[src/hw/rtl/status_led_timed_blink_assert.svh]
// Assertion macros shared by the status LED driver RTL.
// Included by slb_core and status_led_timed_blink; needs no package.
`ifndef STATUS_LED_TIMED_BLINK_ASSERT_SVH
`define STATUS_LED_TIMED_BLINK_ASSERT_SVH
`ifndef SYNTHESIS
// same-cycle implication, skipped while reset is high
`define SLB_ASSERT_SAME(label, clk, rst, ante, cons, msg) \
   label: assert property (@(posedge clk) disable iff (rst) (ante) |-> (cons)) \
      else $error(msg);
// next-cycle implication, skipped while reset is high
`define SLB_ASSERT_NEXT(label, clk, rst, ante, cons, msg) \
   label: assert property (@(posedge clk) disable iff (rst) (ante) |=> (cons)) \
      else $error(msg);
`else
`define SLB_ASSERT_SAME(label, clk, rst, ante, cons, msg)
`define SLB_ASSERT_NEXT(label, clk, rst, ante, cons, msg)
`endif
`endif

[src/hw/rtl/slb_pkg.sv]
// Types and codes for the status LED driver.
// Used by slb_core and status_led_timed_blink; depends on nothing.
package slb_pkg;

   localparam int FIELD_WIDTH = 16;

   // beat kind
   localparam logic OP_TICK = 1'b0;
   localparam logic OP_CMD  = 1'b1;

   typedef enum logic [1:0] {
      MODE_OFF   = 2'd0,
      MODE_ON    = 2'd1,
      MODE_BLINK = 2'd2
   } led_mode_type;

   // one input beat as held in the input register
   typedef struct packed {
      logic                   operation;
      logic [1:0]             led_mode;
      logic [FIELD_WIDTH-1:0] blink_duration_ms;
      logic [FIELD_WIDTH-1:0] blink_interval_ms;
   } slb_item_type;

endpackage

[src/hw/rtl/slb_core.sv]
// LED state and per-beat update logic: commands, tick counting, blink expiry.
// Depends on slb_pkg and status_led_timed_blink_assert.svh.
`include "status_led_timed_blink_assert.svh"
module slb_core #(
   parameter int TIME_WIDTH = 16
) (
   input  logic                 clock,
   input  logic                 reset,
   input  logic                 step_en,
   input  slb_pkg::slb_item_type item,
   output logic                 level_in
);
   import slb_pkg::*;

   localparam logic [TIME_WIDTH-1:0] TIME_MAX = {TIME_WIDTH{1'b1}};

   led_mode_type          active_mode_ff, active_mode_in;
   logic [TIME_WIDTH-1:0] active_dur_ff, active_dur_in;
   logic [TIME_WIDTH-1:0] active_ivl_ff, active_ivl_in;
   led_mode_type          saved_mode_ff, saved_mode_in;
   logic [TIME_WIDTH-1:0] saved_dur_ff, saved_dur_in;
   logic [TIME_WIDTH-1:0] saved_ivl_ff, saved_ivl_in;
   logic                  level_ff;
   logic [TIME_WIDTH-1:0] elapsed_ff, elapsed_in;
   logic [TIME_WIDTH-1:0] toggle_ff, toggle_in;

   logic [TIME_WIDTH-1:0] cmd_dur;
   logic [TIME_WIDTH-1:0] cmd_ivl;
   logic [TIME_WIDTH-1:0] elapsed_inc;
   logic [TIME_WIDTH-1:0] toggle_inc;

   // command fields held in TIME_WIDTH bits
   assign cmd_dur = TIME_WIDTH'(item.blink_duration_ms);
   assign cmd_ivl = TIME_WIDTH'(item.blink_interval_ms);

   // saturating counters
   assign elapsed_inc = (elapsed_ff == TIME_MAX) ? elapsed_ff : elapsed_ff + 1'b1;
   assign toggle_inc  = (toggle_ff == TIME_MAX) ? toggle_ff : toggle_ff + 1'b1;

   // next state for one beat
   always_comb begin
      active_mode_in = active_mode_ff;
      active_dur_in  = active_dur_ff;
      active_ivl_in  = active_ivl_ff;
      saved_mode_in  = saved_mode_ff;
      saved_dur_in   = saved_dur_ff;
      saved_ivl_in   = saved_ivl_ff;
      level_in       = level_ff;
      elapsed_in     = elapsed_ff;
      toggle_in      = toggle_ff;
      if (step_en) begin
         if (item.operation == OP_CMD) begin
            saved_mode_in = active_mode_ff;
            saved_dur_in  = active_dur_ff;
            saved_ivl_in  = active_ivl_ff;
            active_dur_in = cmd_dur;
            active_ivl_in = cmd_ivl;
            case (item.led_mode)
               MODE_ON: begin
                  active_mode_in = MODE_ON;
                  level_in       = 1'b1;
               end
               MODE_BLINK: begin
                  active_mode_in = MODE_BLINK;
                  level_in       = ~level_ff;
                  elapsed_in     = '0;
                  toggle_in      = '0;
               end
               default: begin
                  // off, and the unused code acts as off
                  active_mode_in = MODE_OFF;
                  level_in       = 1'b0;
               end
            endcase
         end else if (active_mode_ff == MODE_BLINK) begin
            elapsed_in = elapsed_inc;
            if (active_dur_ff != '0 && elapsed_inc >= active_dur_ff) begin
               // blink expired: fall back to a saved endless blink or to on, else go off
               if (saved_mode_ff == MODE_BLINK && saved_dur_ff == '0) begin
                  active_mode_in = saved_mode_ff;
                  active_dur_in  = saved_dur_ff;
                  active_ivl_in  = saved_ivl_ff;
                  level_in       = ~level_ff;
                  elapsed_in     = '0;
                  toggle_in      = '0;
               end else if (saved_mode_ff == MODE_ON) begin
                  active_mode_in = MODE_ON;
                  active_dur_in  = '0;
                  level_in       = 1'b1;
               end else begin
                  active_mode_in = MODE_OFF;
                  active_dur_in  = '0;
                  level_in       = 1'b0;
               end
            end else if (toggle_inc >= active_ivl_ff) begin
               level_in  = ~level_ff;
               toggle_in = '0;
            end else begin
               toggle_in = toggle_inc;
            end
         end
      end
   end

   // state registers
   always_ff @(posedge clock) begin
      if (reset) begin
         active_mode_ff <= MODE_OFF;
         active_dur_ff  <= '0;
         active_ivl_ff  <= '0;
         saved_mode_ff  <= MODE_OFF;
         saved_dur_ff   <= '0;
         saved_ivl_ff   <= '0;
         level_ff       <= 1'b0;
         elapsed_ff     <= '0;
         toggle_ff      <= '0;
      end else begin
         active_mode_ff <= active_mode_in;
         active_dur_ff  <= active_dur_in;
         active_ivl_ff  <= active_ivl_in;
         saved_mode_ff  <= saved_mode_in;
         saved_dur_ff   <= saved_dur_in;
         saved_ivl_ff   <= saved_ivl_in;
         level_ff       <= level_in;
         elapsed_ff     <= elapsed_in;
         toggle_ff      <= toggle_in;
      end
   end

   `SLB_ASSERT_NEXT(a_cmd_saves, clock, reset, step_en && item.operation == OP_CMD,
      saved_mode_ff == $past(active_mode_ff), "command did not save active mode")
   `SLB_ASSERT_NEXT(a_blink_starts, clock, reset,
      step_en && item.operation == OP_CMD && item.led_mode == MODE_BLINK,
      level_ff != $past(level_ff) && elapsed_ff == '0, "blink start did not toggle")
   `SLB_ASSERT_NEXT(a_idle_tick, clock, reset,
      step_en && item.operation == OP_TICK && active_mode_ff != MODE_BLINK,
      $stable(level_ff) && $stable(active_mode_ff), "tick changed a steady LED")
endmodule

[src/hw/rtl/status_led_timed_blink.sv]
// Status LED driver with timed blinking: input register, slb_core, result register.
// Depends on slb_pkg, slb_core and status_led_timed_blink_assert.svh.
//
// Usage:
//  - req_ channel: one beat is either a millisecond tick (req_operation = 0)
//    or a command (req_operation = 1) with mode off / on / blink, a blink
//    duration (0 = forever) and a blink interval, both in ticks.
//  - rsp_ channel: exactly one beat per request, rsp_led_level = LED level
//    after that request, in request order.
//  - Path: an accepted request passes the input register, then the result register,
//    before its result shows on rsp_ (a held rsp_stall can stall it in between).
//  - Throughput: one request per cycle while rsp_stall is low; the state update
//    is a single pass of counter increment and compare between the two registers.
//  - Stall: when rsp_stall holds a waiting result, one more request is still
//    taken into the input register; req_stall rises only when both are full.
//  - Reset (synchronous): LED off, no saved status, counters zero, both
//    register stages empty.
`include "status_led_timed_blink_assert.svh"
module status_led_timed_blink #(
   parameter int TIME_WIDTH = 16
) (
   input  logic                                 clock,
   input  logic                                 reset,
   input  logic                                 req_valid,
   output logic                                 req_stall,
   input  logic                                 req_operation,
   input  logic [1:0]                           req_led_mode,
   input  logic [slb_pkg::FIELD_WIDTH-1:0]      req_blink_duration_ms,
   input  logic [slb_pkg::FIELD_WIDTH-1:0]      req_blink_interval_ms,
   output logic                                 rsp_valid,
   input  logic                                 rsp_stall,
   output logic                                 rsp_led_level
);
   import slb_pkg::*;

   slb_item_type item_ff, item_in;
   logic         in_valid_ff, in_valid_in;
   logic         out_valid_ff, out_valid_in;
   logic         level_ff, level_in;
   logic         core_level;
   logic         advance;
   logic         req_take;
   logic         rsp_take;

   // handshake control
   assign advance   = in_valid_ff && (!out_valid_ff || !rsp_stall);
   assign req_stall = in_valid_ff && !advance;
   assign req_take  = req_valid && !req_stall;
   assign rsp_take  = out_valid_ff && !rsp_stall;

   assign in_valid_in  = req_take ? 1'b1 : (advance ? 1'b0 : in_valid_ff);
   assign out_valid_in = advance ? 1'b1 : (rsp_take ? 1'b0 : out_valid_ff);
   assign level_in     = advance ? core_level : level_ff;

   // input register payload
   always_comb begin
      item_in = item_ff;
      if (req_take) begin
         item_in.operation         = req_operation;
         item_in.led_mode          = req_led_mode;
         item_in.blink_duration_ms = req_blink_duration_ms;
         item_in.blink_interval_ms = req_blink_interval_ms;
      end
   end

   always_ff @(posedge clock) begin
      if (reset) begin
         in_valid_ff  <= 1'b0;
         out_valid_ff <= 1'b0;
      end else begin
         in_valid_ff  <= in_valid_in;
         out_valid_ff <= out_valid_in;
      end
   end

   always_ff @(posedge clock) begin
      item_ff  <= item_in;
      level_ff <= level_in;
   end

   // state update, one beat per advance
   slb_core #(
      .TIME_WIDTH(TIME_WIDTH)
   ) u_core (
      .clock   (clock),
      .reset   (reset),
      .step_en (advance),
      .item    (item_ff),
      .level_in(core_level)
   );

   assign rsp_valid     = out_valid_ff;
   assign rsp_led_level = level_ff;

   `SLB_ASSERT_NEXT(a_advance_loads, clock, reset, advance, rsp_valid,
      "result register not loaded")
   `SLB_ASSERT_SAME(a_stall_when_full, clock, reset, req_stall,
      in_valid_ff && rsp_valid && rsp_stall, "request stalled with room left")
   `SLB_ASSERT_NEXT(a_hold_item, clock, reset, in_valid_ff && rsp_valid && rsp_stall,
      in_valid_ff && $stable(item_ff), "held request lost")
endmodule

[config.mk]
export PLATFORM = sky130hd
export DESIGN_NAME = status_led_timed_blink
export DESIGN_NICKNAME = d
export VERILOG_FILES = /design/src/hw/rtl/slb_pkg.sv /design/src/hw/rtl/slb_core.sv /design/src/hw/rtl/status_led_timed_blink.sv
export VERILOG_INCLUDE_DIRS = /design/src /design/src/hw/rtl
export SDC_FILE = /design/constraint.sdc
export NUM_CORES = 1
export LEC_CHECK = 0
export BUFFER_PORTS_ARGS = -buffer_cell sky130_fd_sc_hd__buf_2
export CAP_MARGIN = 20
export CORE_MARGIN = 3
export CORE_UTILIZATION = 31
export CTS_CLUSTER_DIAMETER = 200
export DETAILED_ROUTE_END_ITERATION = 7
export GPL_TIMING_DRIVEN = 0
export PLACE_DENSITY_LB_ADDON = 0.08
export SETUP_SLACK_MARGIN = 0.15
export SLEW_MARGIN = 5
export SYNTH_ARGS = -nofsm -noshare
export SYNTH_HDL_FRONTEND = slang
export SYNTH_SLANG_ARGS = --single-unit
[constraint.sdc]
create_clock -name clock -period 4 [get_ports clock]
set_input_delay 0.8 -clock clock [delete_from_list [all_inputs] [get_ports clock]]
set_output_delay 0.8 -clock clock [all_outputs]
set_load 0.03 [all_outputs]
; ---- Yosys cells after proc, flatten, opt, wreduce, memory -nomap -nowiden
; Index checks and enable logic that the tools add are counted.
[totals]
wordCells = 91
register_bits = 139
in_bits = 39
[classes]
reduce_logical = 23
n_eq_ne = 9
n_lt_le_gt_ge = 2
bitwise_logic = 1
n_addsub = 2
muxes = 38
[ops]
columns = cell, n
row1 = $mux 16, 20
row2 = $add 16x1->16 const B, 2
row3 = $eq 16x16->1 const B, 2
row4 = $ge 16x16->1, 2
row5 = $logic_not 16->1, 1
row6 = $reduce_bool 16->1, 1
row7 = $mux 1, 12
row8 = $reduce_bool 2->1, 5
row9 = $mux 2, 4
row10 = $reduce_and 4->1, 2
row11 = $eq 2x2->1 const B, 3
row12 = $logic_and 1x1->1, 6
row13 = $reduce_and 3->1, 2
row14 = $eq 2x1->1 const B, 2
row15 = $logic_not 1->1, 4
row16 = $pmux 2 s2, 1
row17 = $ne 3x3->1 const B, 1
row18 = $ne 2x1->1 const B, 1
row19 = $pmux 1 s2, 1
row20 = $reduce_and 2->1, 1
row21 = $logic_or 1x1->1, 1
row22 = $not 1->1, 1

; ---- Depth between registers and ports, before layout
; Gate-level depths: netlist of run 1.
[logic_depth]
depth_word = 8
depth_mapped = 15
mapped_depth_nobuf = 14

; ---- Hierarchy
; From an unflattened synthesis of run 1, not the netlist that was laid out.
[unflattened]
hier_cells = 782
hier_area_um2 = 7084.3
[by_module_without_submodules]
columns = mod, seq_area_each_um2, instances, cells_per_inst, area_per_inst_um2
row1 = slb_core, 2021.9, 1, 736, 5916.9
row2 = status_led_timed_blink, 1121.1, 1, 46, 1167.4

; ---- Least setup slack after synthesis of run 1
; Ideal clock, no wire load.
[synth_path]
path_kind = flip-flop to flip-flop
start = reg u_core.toggle_ff[5]
end = reg u_core.toggle_ff[10]
setup_slack_ps = 160
n_path_buf = 2
setup_ps = 96
arrival_time_ps = 3744
stages_incl_launch_ff = 14
cell_sequence = dfxtp_1 > clkbuf_2 > nand4_1 > nor4_2 > nand3_1 > xnor2_1 > ha_1 > nand2b_4 > a2111o_1 > a311o_1 > or2_0 > buf_2 > or4_4 > o41ai_2
[synth_between]
elab_chain_len = 7
[synth_rtl]
columns = item, line
row1 = start: declaration, slb_core.sv:25  ; logic [TIME_WIDTH-1:0] toggle_ff, toggle_in;
row2 = start signal: assignment, slb_core.sv:126  ; toggle_ff <= toggle_in;
row3 = $add 16x1->16 / $eq 16x16->1 (equally long branches), slb_core.sv:38  ; assign toggle_inc = (toggle_ff == TIME_MAX) ? toggle_ff : toggle_ff + 1'b1;
row4 = $mux 16 (*), slb_core.sv:38
row5 = $ge 16x16->1, slb_core.sv:95  ; end else if (toggle_inc >= active_ivl_ff) begin
row6 = $mux 16 (*), slb_core.sv:95
row7 = $mux 16 (*), slb_core.sv:77  ; if (active_dur_ff != '0 && elapsed_inc >= active_dur_ff) begin
row8 = $mux 16 (*), slb_core.sv:75  ; end else if (active_mode_ff == MODE_BLINK) begin
row9 = $mux 16 (*), slb_core.sv:52  ; if (item.operation == OP_CMD) begin
; Every way passes the cells marked *; elsewhere a longest branch is shown, timed or not. The select of a mux whose other input is x is not followed.
; A chain may end at the register's enable or synchronous reset.

; ---- Worst setup path after layout of run 1
[layout_path]
start = reg u_core.toggle_ff[1]
end = reg u_core.toggle_ff[10]
; Same word-level chain as after synthesis.

==> impl_results.md, run 1 <==
* Status: completed
* CP Buf/Inv Count at 3
* Worst vdd ir at 0.1876 mV
* Synthesized area at 0.006959 mm²
* DRC viols at 0
* CP max stage cell: or4_4
* Area share of the largest cell type after synthesis at 0.2963
* Slew Limit Fails at 0
* Final worst setup slack at 0.3003 ns
* Clock slew seen by the registers of the worst setup and hold paths at 0.07 ns
* Critical Path Source Type: register
* Clock sinks at 139
* Post-DP HPWL at 15950 µm
* Rows at 54
* Starting Density at 0.3169
* Number of I/O port buffers at 40
* Crit path max-delay family: simple AND/OR/NAND/NOR gates
* Initial drt markers at 339
* Synth top area cells: dfxtp_1 30%, edfxtp_1 16%, ha_1 6.5%
* Type of the most critical hold path: register to register
* Largest net degree at the start of global routing at 24
* Gr usage total at 0.1795
* Synth Flop Type: dfxtp_1
* Syn Area/Cell at 9.050 µm²
* Die area at 0.02428 mm²
* Max incr delay on CP at 0.47 ns
* Horiz. Die Dim at 155.8 µm
* Hold WS at 0.4547 ns
* Finished Cell Area at 0.008907 mm²
* RSZ-0062 raised after global routing: true
* Area of the core at 0.02196 mm²
* EDFF count, synth at 36
* Period minus WS final at 3.700 ns
* Number of global-route vias before repair at 6168
* N_diodes at 0
* Cells after Synth at 769
* Synthesis-stage register bit count at 139
* Post-Route WL at 21720 µm
* CTS tree: done
* Post-route antenna net violation count at 0
* IO Pins at 42
* Synth area leader: dfxtp_1
* Synth-to-Final Area Change at 27.99%
* Vias per cell at 5.312
* Die height at 155.8 µm
* Final setup TNS at 0 ns
* Syn nets at 844
* Layout net count at 949
* Cell Chain, Critical Path: ha_4, inv_1, nor4_4, a311o_2, nor4_4, xnor2_2, inv_1, ha_4, nand4_1, nor3_2, a311o_1, or2_0, buf_4, or4_4, o41ai_2
* P_leak at 3.307 nW
* Clk_lat worst skew at 0.43 ns
* Final setup vio count at 0
* Yosys cell types at 67
* Cell Area, Placed at 0.007537 mm²
* Worst-margin pin slew at 0.7386 ns
* Fmax at 270.3 MHz
* Global-route wire length before repair at 33950 µm
* Setup CP Type: register to register
* Root buf cell: clkbuf_16
* Max_cap viols at 0
* Antenna violations before repair at 0
* Max-slew headroom at 0.5076
* Worst EP required at 4.33 ns
* Clk_skew at 0.01228 ns
* Final Hold Vio Count at 0
* Drt wl/cell at 18.61 µm
* Fin util at 0.4056
* Routed via count at 6199
* CP Capture Type: register
* Data arrival, critical path at 4.03 ns
* Clk buf depth at 2
* Post-synthesis sequential area ratio at 0.4516
* GR Overflow Total at 0
* Asr flop ratio synth at 0
* Placed cell count at 1090
* Setup WS pre-CTS at -0.7351 ns
* Fin crit share at 0.9249
* Fraction of layout cells with a size suffix above 1 at 0.2187
* Non-Filler Instances at 1167
* Pwr dens at 385.5 mW/mm²
* Power Total at 3.434 mW
* GPL Wtd Cong at 0.8357
* Num CTS Buffers at 17
* DRT Pass-1 Iters at 5
* H-tree levels at 4
* # hold bufs at CTS at 0
* Max FO, Critical Path at 8
* Synth warn at 0
* FILL cells at 2177
## power by group
part	internal [mW]	switching (mW)
registers	1.48	0.0241
logic	0.142	0.229
clock network	0.833	0.722
total	2.46	0.975
## state kept, by name, summed over array words and instances, names as in the netlist
name	count
u_core.active_dur_ff	16
u_core.level_ff	1
rsp_valid	1
item_ff	35
u_core.saved_ivl_ff	16
u_core.toggle_ff	16
u_core.saved_mode_ff	2
u_core.active_ivl_ff	16
in_valid_ff	1
u_core.active_mode_ff	2
u_core.elapsed_ff	16
rsp_led_level	1
u_core.saved_dur_ff	16
## kinds of logic after synthesis
logic type,count (synthesis),synth area share
buffers and inverters,103,0.05717
AOI/OAI and AO/OA,210,0.2122
adders and majority gates,36,0.06472
muxes,1,0.001618
xor gates and xnor gates,18,0.02265
DFF,139,0.4516
and+or+nand+nor,262,0.1900
## worst reg2reg max path, cell delays in order (launching register included)
cell and delay (ns):
dfxtp_4 0.38, ha_4 0.18, inv_1 0.11, nor4_4 0.07, a311o_2 0.46, nor4_4 0.20
xnor2_2 0.18, inv_1 0.12, ha_4 0.25, nand4_1 0.16, nor3_2 0.06, a311o_1 0.36
or2_0 0.22, buf_4 0.14, or4_4 0.47, o41ai_2 0.23
## repair_timing
item | CTS | global route
pin swaps | 14 | 24
endpoints found under the setup margin | 68 | 68
gates resized for setup | 51 | 45
setup buffers | 18 | 26
## cell usage after synthesis (all sizes together) (3+ instances only)
cell / count
o32ai: 5
xor2: 5
nand3: 30
and2: 3
o31ai: 10
nor2: 26
dfxtp: 103
or4: 3
inv: 55
and3: 7
nor4: 11
buf: 10
nand4b: 4
nand4: 27
or2: 3
clkbuf: 38
a31oi: 22
a21oi: 59
nor3: 17
nand2: 101
nand2b: 4
o21ai: 19
a2111oi: 3
ha: 36
edfxtp: 36
xnor2: 13
nor2b: 19
a211oi: 21
a221oi: 16
a22o: 6
a41oi: 4
o211ai: 16
o21a: 6
and4: 3
## final timing paths
path	from	to	slack [ns]	cells past startpoint
min	u_core.saved_dur_ff[0]	u_core.saved_dur_ff[0]	0.45	2
max	u_core.toggle_ff[1]	u_core.toggle_ff[10]	0.30	15
min reg2reg	u_core.saved_dur_ff[0]	u_core.saved_dur_ff[0]	0.45	2
max reg2reg	u_core.toggle_ff[1]	u_core.toggle_ff[10]	0.30	15
## area by class of cell
type                            instances  area [µm²]  share of cell area
Buffer                                 48       255.2             0.02866
Clock buffer                           17       425.4             0.04776
Clock inverter                         15       155.1             0.01742
Inverter                               55       206.4             0.02318
Multi-Input combinational cell        527        3789              0.4253
Sequential cell                       139        3152              0.3538
Tap cell                              280       350.3             0.03933
Timing Repair Buffer                   86       574.3             0.06448
## cells in the final DEF (no fill, tap or decap), types with 10 or more instances in the layout
cell / instances
nand2_1: 101
dfxtp_1: 98
a21oi_1: 55
inv_1: 55
buf_4: 48
buf_2: 41
edfxtp_1: 36
ha_1: 31
clkbuf_1: 28
nand4_1: 27
nand3_1: 26
nor2_1: 26
a211oi_1: 20
a31oi_1: 19
nor2b_1: 18
clkbuf_16: 17
o211ai_1: 15
o21ai_0: 15
nor3_1: 14
a221oi_1: 14
xnor2_1: 10
o31ai_1: 10
## routing by layer
metal / global-route usage / wire length, µm
met5: 0 / 0
met2: 0.3085 / 10660
met1: 0.2317 / 9849
met3: 0.03329 / 726
met4: 0.04878 / 483
Power figures use the tool's default switching activity.
==> inputs of run 2 (changes only) <==
--- a/config.mk
+++ b/config.mk
@@ -13,7 +13,7 @@
 export CTS_CLUSTER_DIAMETER = 200
 export DETAILED_ROUTE_END_ITERATION = 7
 export GPL_TIMING_DRIVEN = 0
-export PLACE_DENSITY_LB_ADDON = 0.08
+export PLACE_DENSITY = 0.57
 export SETUP_SLACK_MARGIN = 0.15
 export SLEW_MARGIN = 5
 export SYNTH_ARGS = -nofsm -noshare
==> impl_results.md, run 2 (synthesized netlist as in run 1, its figures left out) <==
* Status: completed (unchanged)
* P_sw at 0.9255 mW (was 0.9754 mW)
* Worst EP required at 4.29 ns (was 4.33 ns)
* Number of global-route vias before repair at 5855 (was 6168)
* Final setup vio count at 0 (unchanged)
* Die area at 0.02428 mm² (unchanged)
* Initial drt markers at 389 (was 339)
* Clock slew seen by the registers of the worst setup and hold paths at 0.06 ns (was 0.07 ns)
* Vias per cell at 5.290 (was 5.312)
* Max_cap viols at 0 (unchanged)
* Most frequent cells in the layout: 101 x nand2_1, 89 x dfxtp_1, 57 x a21oi_1 (was 101 x nand2_1, 98 x dfxtp_1, 55 x a21oi_1, 55 x inv_1, 48 x buf_4)
* Largest register FFs at 35 (unchanged)
* Period minus WS final at 3.702 ns (was 3.700 ns)
* Layout net count at 942 (was 949)
* Root buf cell: clkbuf_16 (unchanged)
* Min-delay src: u_core.active_ivl_ff[1] (was u_core.saved_dur_ff[0])
* Met2 wire length at 9166 µm (was 10660 µm)
* DRC viols at 0 (unchanged)
* Data arrival, critical path at 3.99 ns (was 4.03 ns)
* Reg2reg start: u_core.toggle_ff[5] (was u_core.toggle_ff[1])
* WHS Path Cells at 2 (unchanged)
* GPL Wtd Cong at 0.8571 (was 0.8357)
* Setup CP Type: register to register (unchanged)
* Fmax at 270.2 MHz (was 270.3 MHz)
* Pwr dens at 401.1 mW/mm² (was 385.5 mW/mm²)
* Fin util at 0.4048 (was 0.4056)
* Pint at 2.640 mW (was 2.458 mW)
* Type of the most critical hold path: register to register (unchanged)
* Max FO, Critical Path at 5 (was 8)
* Num CTS Buffers at 17 (unchanged)
* GR Overflow Total at 0 (unchanged)
* Routed via count at 6136 (was 6199)
* Die height at 155.8 µm (unchanged)
* Highest metal used: met4 (unchanged)
* Starting Density at 0.3169 (unchanged)
* Slew Limit Fails at 0 (unchanged)
* Largest net degree at the start of global routing at 21 (was 24)
* Clk buf depth at 2 (unchanged)
* Area of the core at 0.02196 mm² (unchanged)
* Worst vdd ir at 0.2628 mV (was 0.1876 mV)
* P_leak at 3.259 nW (was 3.307 nW)
* CP Capture Type: register (unchanged)
* H-tree levels at 4 (unchanged)
* # hold bufs at CTS at 0 (unchanged)
* Drt wl/cell at 17.08 µm (was 18.61 µm)
* Fin crit share at 0.9254 (was 0.9249)
* Clock sinks at 139 (unchanged)
* Rows at 54 (unchanged)
* IO Pins at 42 (unchanged)
* Post-DP HPWL at 14120 µm (was 15950 µm)
* Clock share of power at 0.473 (was 0.453)
* Clk_lat worst skew at 0.43 ns (about the same)
* Post-Route WL at 19810 µm (was 21720 µm)
* DRT Pass-1 Iters at 5 (unchanged)
* Fraction of layout cells with a size suffix above 1 at 0.2182 (was 0.2187)
* Horiz. Die Dim at 155.8 µm (unchanged)
* Antenna violations before repair at 0 (unchanged)
* Hold path endpoint: u_core.saved_ivl_ff[1] (was u_core.saved_dur_ff[0])
* Clk_skew at 0.01752 ns (was 0.01228 ns)
* Most common cell after layout, fill and taps aside: nand2_1 (unchanged)
* Max-slew headroom at 0.5336 (was 0.5076)
* Number of I/O port buffers at 40 (unchanged)
* N_diodes at 0 (unchanged)
* R2R Setup Slk at 0.30 ns (about the same)
* Worst R2R End: rsp_led_level (was u_core.toggle_ff[10])
* Net Sw Frac at 0.2596 (was 0.2841)
* Global-route wire length before repair at 31630 µm (was 33950 µm)
* Largest reg by FF count: item_ff (unchanged)
* Metal-1 WL at 9386 µm (was 9849 µm)
* Gr usage total at 0.1649 (was 0.1795)
* RSZ-0062 raised after global routing: false (was true)
* Finished Cell Area at 0.008889 mm² (was 0.008907 mm²)
* Worst-margin pin slew at 0.6996 ns (was 0.7386 ns)
* Worst r2r path cells at 17 (was 15)
* CTS tree: done (unchanged)
* Final Hold Vio Count at 0 (unchanged)
* Met3 wire len at 793 µm (was 726 µm)
* Sequential power share at 0.422 (was 0.439)
* Post-route antenna net violation count at 0 (unchanged)
* Critical Path Source Type: register (unchanged)
* Combinational fraction of design power at 0.105 (was 0.108)
* Cell Area, Placed at 0.007552 mm² (was 0.007537 mm²)
* Synth-to-Final Area Change at 27.72% (was 27.99%)
## run 2: cell types whose count changed in the layout (fill, tap and decap cells not counted), moves of 3 or more
cell | before | now
buf_4 | 48 | 35
buf_6 | 5 | 11
clkinv_4 | 3 | 0
clkinvlp_4 | 0 | 3
dfxtp_1 | 98 | 89
dfxtp_2 | 4 | 12
inv_8 | 5 | 2
## run 2: metrics by stage
step	TNS (ns)	hold slack (ns)	setup slack (ns)	power (mW)	cells
floorplan	0	0.4308	0.1604	1.715	769
global placement	-42.64	0.4389	-0.9594	1.819	1089
detailed placement	-41.97	0.4420	-0.9610	1.825	1091
CTS	0	0.4475	0.1647	3.557	1139
global route	0	0.4690	0.1255	3.690	1160
finish	0	0.4432	0.2985	3.565	1160
## run 2: power by group through the flow
stage | clock [mW] | combinational (mW) | sequential [mW]
after floorplan | 0 | 0.185 | 1.53
after global placement | 0 | 0.281 | 1.54
after detailed placement | 0 | 0.289 | 1.54
after CTS | 1.72 | 0.334 | 1.50
after global routing | 1.78 | 0.408 | 1.51
final | 1.69 | 0.375 | 1.50
## run 2: what timing repair did
item | CTS | global route
setup buffers | 16 | 21
pin swaps | 12 | 27
gates resized for setup | 46 | 64
endpoints found under the setup margin | 68 | 67
## run 2: worst max path at each step
stage / slack (ns) / to / depth (start not counted) / from
finish: 0.30 / rsp_led_level / 17 / u_core.toggle_ff[5]
global route: 0.13 / u_core.toggle_ff[0] / 17 / u_core.toggle_ff[5]
CTS: 0.16 / u_core.toggle_ff[10] / 15 / u_core.toggle_ff[0]
detailed placement: -0.96 / u_core.active_ivl_ff[2] / 13 / u_core.elapsed_ff[3]
global placement: -0.96 / u_core.active_ivl_ff[2] / 13 / u_core.elapsed_ff[3]
floorplan: 0.16 / u_core.toggle_ff[10] / 13 / u_core.toggle_ff[5]
## run 2: critical path, cell delays in order, from the launching register on
cell	delay, ns
dfxtp_2	0.32
buf_6	0.09
nand4_1	0.10
buf_6	0.15
nor4_4	0.34
a311o_2	0.29
nor4_2	0.06
xnor2_1	0.26
inv_1	0.12
ha_4	0.23
nand4_1	0.17
nor3_2	0.06
a311o_1	0.41
or2_0	0.22
buf_4	0.14
buf_4	0.14
o41a_2	0.37
nand3_1	0.12
## run 2: metal layers
| metal | global-route usage | vias to the layer above |
|---|---|---|
| li1 | - | 3045 |
| met1 | 0.2252 | 2919 |
| met2 | 0.2606 | 140 |
| met3 | 0.02940 | 32 |
| met4 | 0.06266 | 0 |
| met5 | 0 | - |
## run 2: layout make-up
class                   count  area (µm²)
fillers                  2137       13070
multi-input cells         527        3741
flip-flops and latches    139        3166
repair buffers             79       540.5
clock buffers              20       479.2
well taps                 280       350.3
plain buffers              48       256.5
inverters                  55       206.4
clock inverters            12       148.9
==> inputs of run 3 (changes only) <==
--- a/config.mk
+++ b/config.mk
@@ -8,12 +8,14 @@
 export LEC_CHECK = 0
 export BUFFER_PORTS_ARGS = -buffer_cell sky130_fd_sc_hd__buf_2
 export CAP_MARGIN = 20
+export CORE_ASPECT_RATIO = 2
 export CORE_MARGIN = 3
 export CORE_UTILIZATION = 31
 export CTS_CLUSTER_DIAMETER = 200
 export DETAILED_ROUTE_END_ITERATION = 7
 export GPL_TIMING_DRIVEN = 0
-export PLACE_DENSITY = 0.57
+export HOLD_SLACK_MARGIN = 0.1
+export PLACE_DENSITY = 0.55
 export SETUP_SLACK_MARGIN = 0.15
 export SLEW_MARGIN = 5
 export SYNTH_ARGS = -nofsm -noshare
==> constraint.sdc (replaced) <==
create_clock -name clock -period 3.57 [get_ports clock]
set_input_delay 0.714 -clock clock [delete_from_list [all_inputs] [get_ports clock]]
set_output_delay 0.714 -clock clock [all_outputs]
set_load 0.03 [all_outputs]
==> impl_results.md, run 3 (synthesized netlist as in run 1, its figures left out) <==
* Slew Limit Fails at 0 (unchanged)
* Max incr delay on CP at 0.44 ns (was 0.41 ns)
* CP max stage cell: or4_4 (was a311o_1)
* Hold WS at 0.4496 ns (was 0.4432 ns)
* Worst vdd ir at 0.2243 mV (was 0.2628 mV)
* IO Pins at 42 (unchanged)
* DRT Pass-1 Iters at 5 (unchanged)
* Cell Chain, Critical Path: ha_4, inv_4, nor4_4, buf_4, nand3_4, xnor2_4, ha_1, nand2b_4, a2111o_1, a311o_1, or2_0, buf_4, or4_4, buf_4, o211ai_1 (was buf_6, nand4_1, buf_6, nor4_4, a311o_2, nor4_2, xnor2_1, inv_1, ha_4, nand4_1, nor3_2, a311o_1, or2_0, buf_4, buf_4, o41a_2, nand3_1)
* Clk_lat worst skew at 0.43 ns (about the same)
* Type of the most critical hold path: register to register (unchanged)
* Max-slew headroom at 0.3537 (was 0.5336)
* Vias per cell at 5.412 (was 5.290)
* Global-route wire length before repair at 37230 µm (was 31630 µm)
* H-tree levels at 4 (unchanged)
* Die area at 0.02439 mm² (was 0.02428 mm²)
* Area of the core at 0.02206 mm² (was 0.02196 mm²)
* Rows at 77 (was 54)
* Clock sinks at 139 (unchanged)
* Post-Route WL at 24890 µm (was 19810 µm)
* CP Capture Type: register (unchanged)
* Layout net count at 982 (was 942)
* Largest register FFs at 35 (unchanged)
* Largest net degree at the start of global routing at 20 (was 21)
* Data arrival, critical path at 4.15 ns (was 3.99 ns)
* Final setup vio count at 63 (was 0)
* N_diodes at 0 (unchanged)
* Crit path top cell by count: buf_4
* Setup CP Type: register to register (unchanged)
* Finished Cell Area at 0.009843 mm² (was 0.008889 mm²)
* Critical Path Source Type: register (unchanged)
* Largest reg by FF count: item_ff (unchanged)
* Antenna violations before repair at 0 (unchanged)
* Placed cell count at 1086 (was 1091)
* Max FO, Critical Path at 6 (was 5)
* Initial drt markers at 303 (was 389)
* Horiz. Die Dim at 111.9 µm (was 155.8 µm)
* Worst EP required at 3.92 ns (was 4.29 ns)
* Setup WS pre-CTS at -0.9472 ns (was -0.9610 ns)
* Power Total at 3.858 mW (was 3.565 mW)
* Number of I/O port buffers at 40 (unchanged)
* Starting Density at 0.3154 (was 0.3169)
* Max_cap viols at 0 (unchanged)
* Number of global-route vias before repair at 6837 (was 5855)
* Post-route antenna net violation count at 0 (unchanged)
* Worst-margin pin slew at 0.9649 ns (was 0.6996 ns)
* Drt wl/cell at 20.81 µm (was 17.08 µm)
* Fmax at 263.5 MHz (was 270.2 MHz)
* Fin crit share at 1.063 (was 0.9254)
* Die height at 217.9 µm (was 155.8 µm)
* CTS tree: done (unchanged)
* Pwr dens at 392.0 mW/mm² (was 401.1 mW/mm²)
* RSZ-0062 raised after global routing: true (was false)
* Routed via count at 6473 (was 6136)
* Num CTS Buffers at 17 (unchanged)
* Fraction of layout cells with a size suffix above 1 at 0.3217 (was 0.2182)
* Post-DP HPWL at 17780 µm (was 14120 µm)
* DRC viols at 0 (unchanged)
* Period minus WS final at 3.796 ns (was 3.702 ns)
* Cell Area, Placed at 0.007705 mm² (was 0.007552 mm²)
* GR Overflow Total at 0 (unchanged)
* Final worst setup slack at -0.2257 ns (was 0.2985 ns)
* CP Buf/Inv Count at 4 (was 5)
* Clk_skew at 0.008251 ns (was 0.01752 ns)
* P_leak at 3.599 nW (was 3.259 nW)
* Final Hold Vio Count at 0 (unchanged)
* Failing checks: setup timing
* Clk buf depth at 2 (unchanged)
* Status: finished with violations (was completed)
* Clock slew seen by the registers of the worst setup and hold paths at 0.06 ns (about the same)
* Gr usage total at 0.2034 (was 0.1649)
* GPL Wtd Cong at 0.9034 (was 0.8571)
* Synth-to-Final Area Change at 41.44% (was 27.72%)
* Most frequent cells in the layout: 100 x nand2_1, 86 x dfxtp_1, 54 x inv_1 (was 101 x nand2_1, 89 x dfxtp_1, 57 x a21oi_1)
* Most common cell after layout, fill and taps aside: nand2_1 (unchanged)
* Crit path max-delay family: simple AND/OR/NAND/NOR gates (unchanged)
* Root buf cell: clkbuf_16 (unchanged)
* # hold bufs at CTS at 0 (unchanged)
* Non-Filler Instances at 1196 (was 1160)
==> run 3: layout make-up <==
class	instances	area [µm²]
inverter	55	209.0
multi-input combinational	527	4295
timing repair buffer	119	963.4
clock inverter	10	50.05
tap	276	345.3
sequential	139	3179
clock buffer	22	464.2
buffer	48	336.6
fill	2093	12220
==> run 3: per-stage QoR <==
step | TNS (ns) | util
after floorplan | 0 | -
after global placement | -72.32 | 0.3476
after detailed placement | -52.46 | 0.3492
after CTS | -2.742 | 0.4177
after global routing | -11.38 | 0.4462
final | -4.699 | 0.4462
==> run 3: worst min-delay path, stage by stage, from the launching register on <==
cell	delay, ns
dfxtp_1	0.30
nand2_1	0.05
a21oi_1	0.05
==> run 3: path summary, 6_finish.rpt <==
| kind | from | slack [ns] | depth (start not counted) | endpoint |
|---|---|---|---|---|
| worst max-delay path | u_core.toggle_ff[1] | -0.23 | 15 | u_core.toggle_ff[3] |
| worst min-delay path | u_core.saved_ivl_ff[0] | 0.45 | 2 | u_core.saved_ivl_ff[0] |
| worst max register to register | u_core.toggle_ff[1] | -0.23 | 15 | u_core.toggle_ff[3] |
| worst min register to register | u_core.saved_ivl_ff[0] | 0.45 | 2 | u_core.saved_ivl_ff[0] |
==> run 3: repair_timing <==
| item | 4_1_cts | 5_1_grt |
|---|---|---|
| endpoints found under the setup margin | 68 | 68 |
| pin swaps | 64 | 51 |
| buffers inserted | 47 | 26 |
| gates resized for setup | 132 | 84 |
| gates cloned | 4 | 1 |
==> run 3: report_power, final <==
part           switching (mW)  internal [mW]
sequential             0.0292           1.66
clock                   0.673          0.908
combinational           0.322          0.267
==> run 3: layer usage <==
metal	vias to the layer above	GRT usage	wire length, µm
li1	3116	-	-
met1	3106	0.1699	7898
met2	162	0.3886	13920
met3	89	0.03416	677
met4	0	0.1937	2394
met5	-	0	0
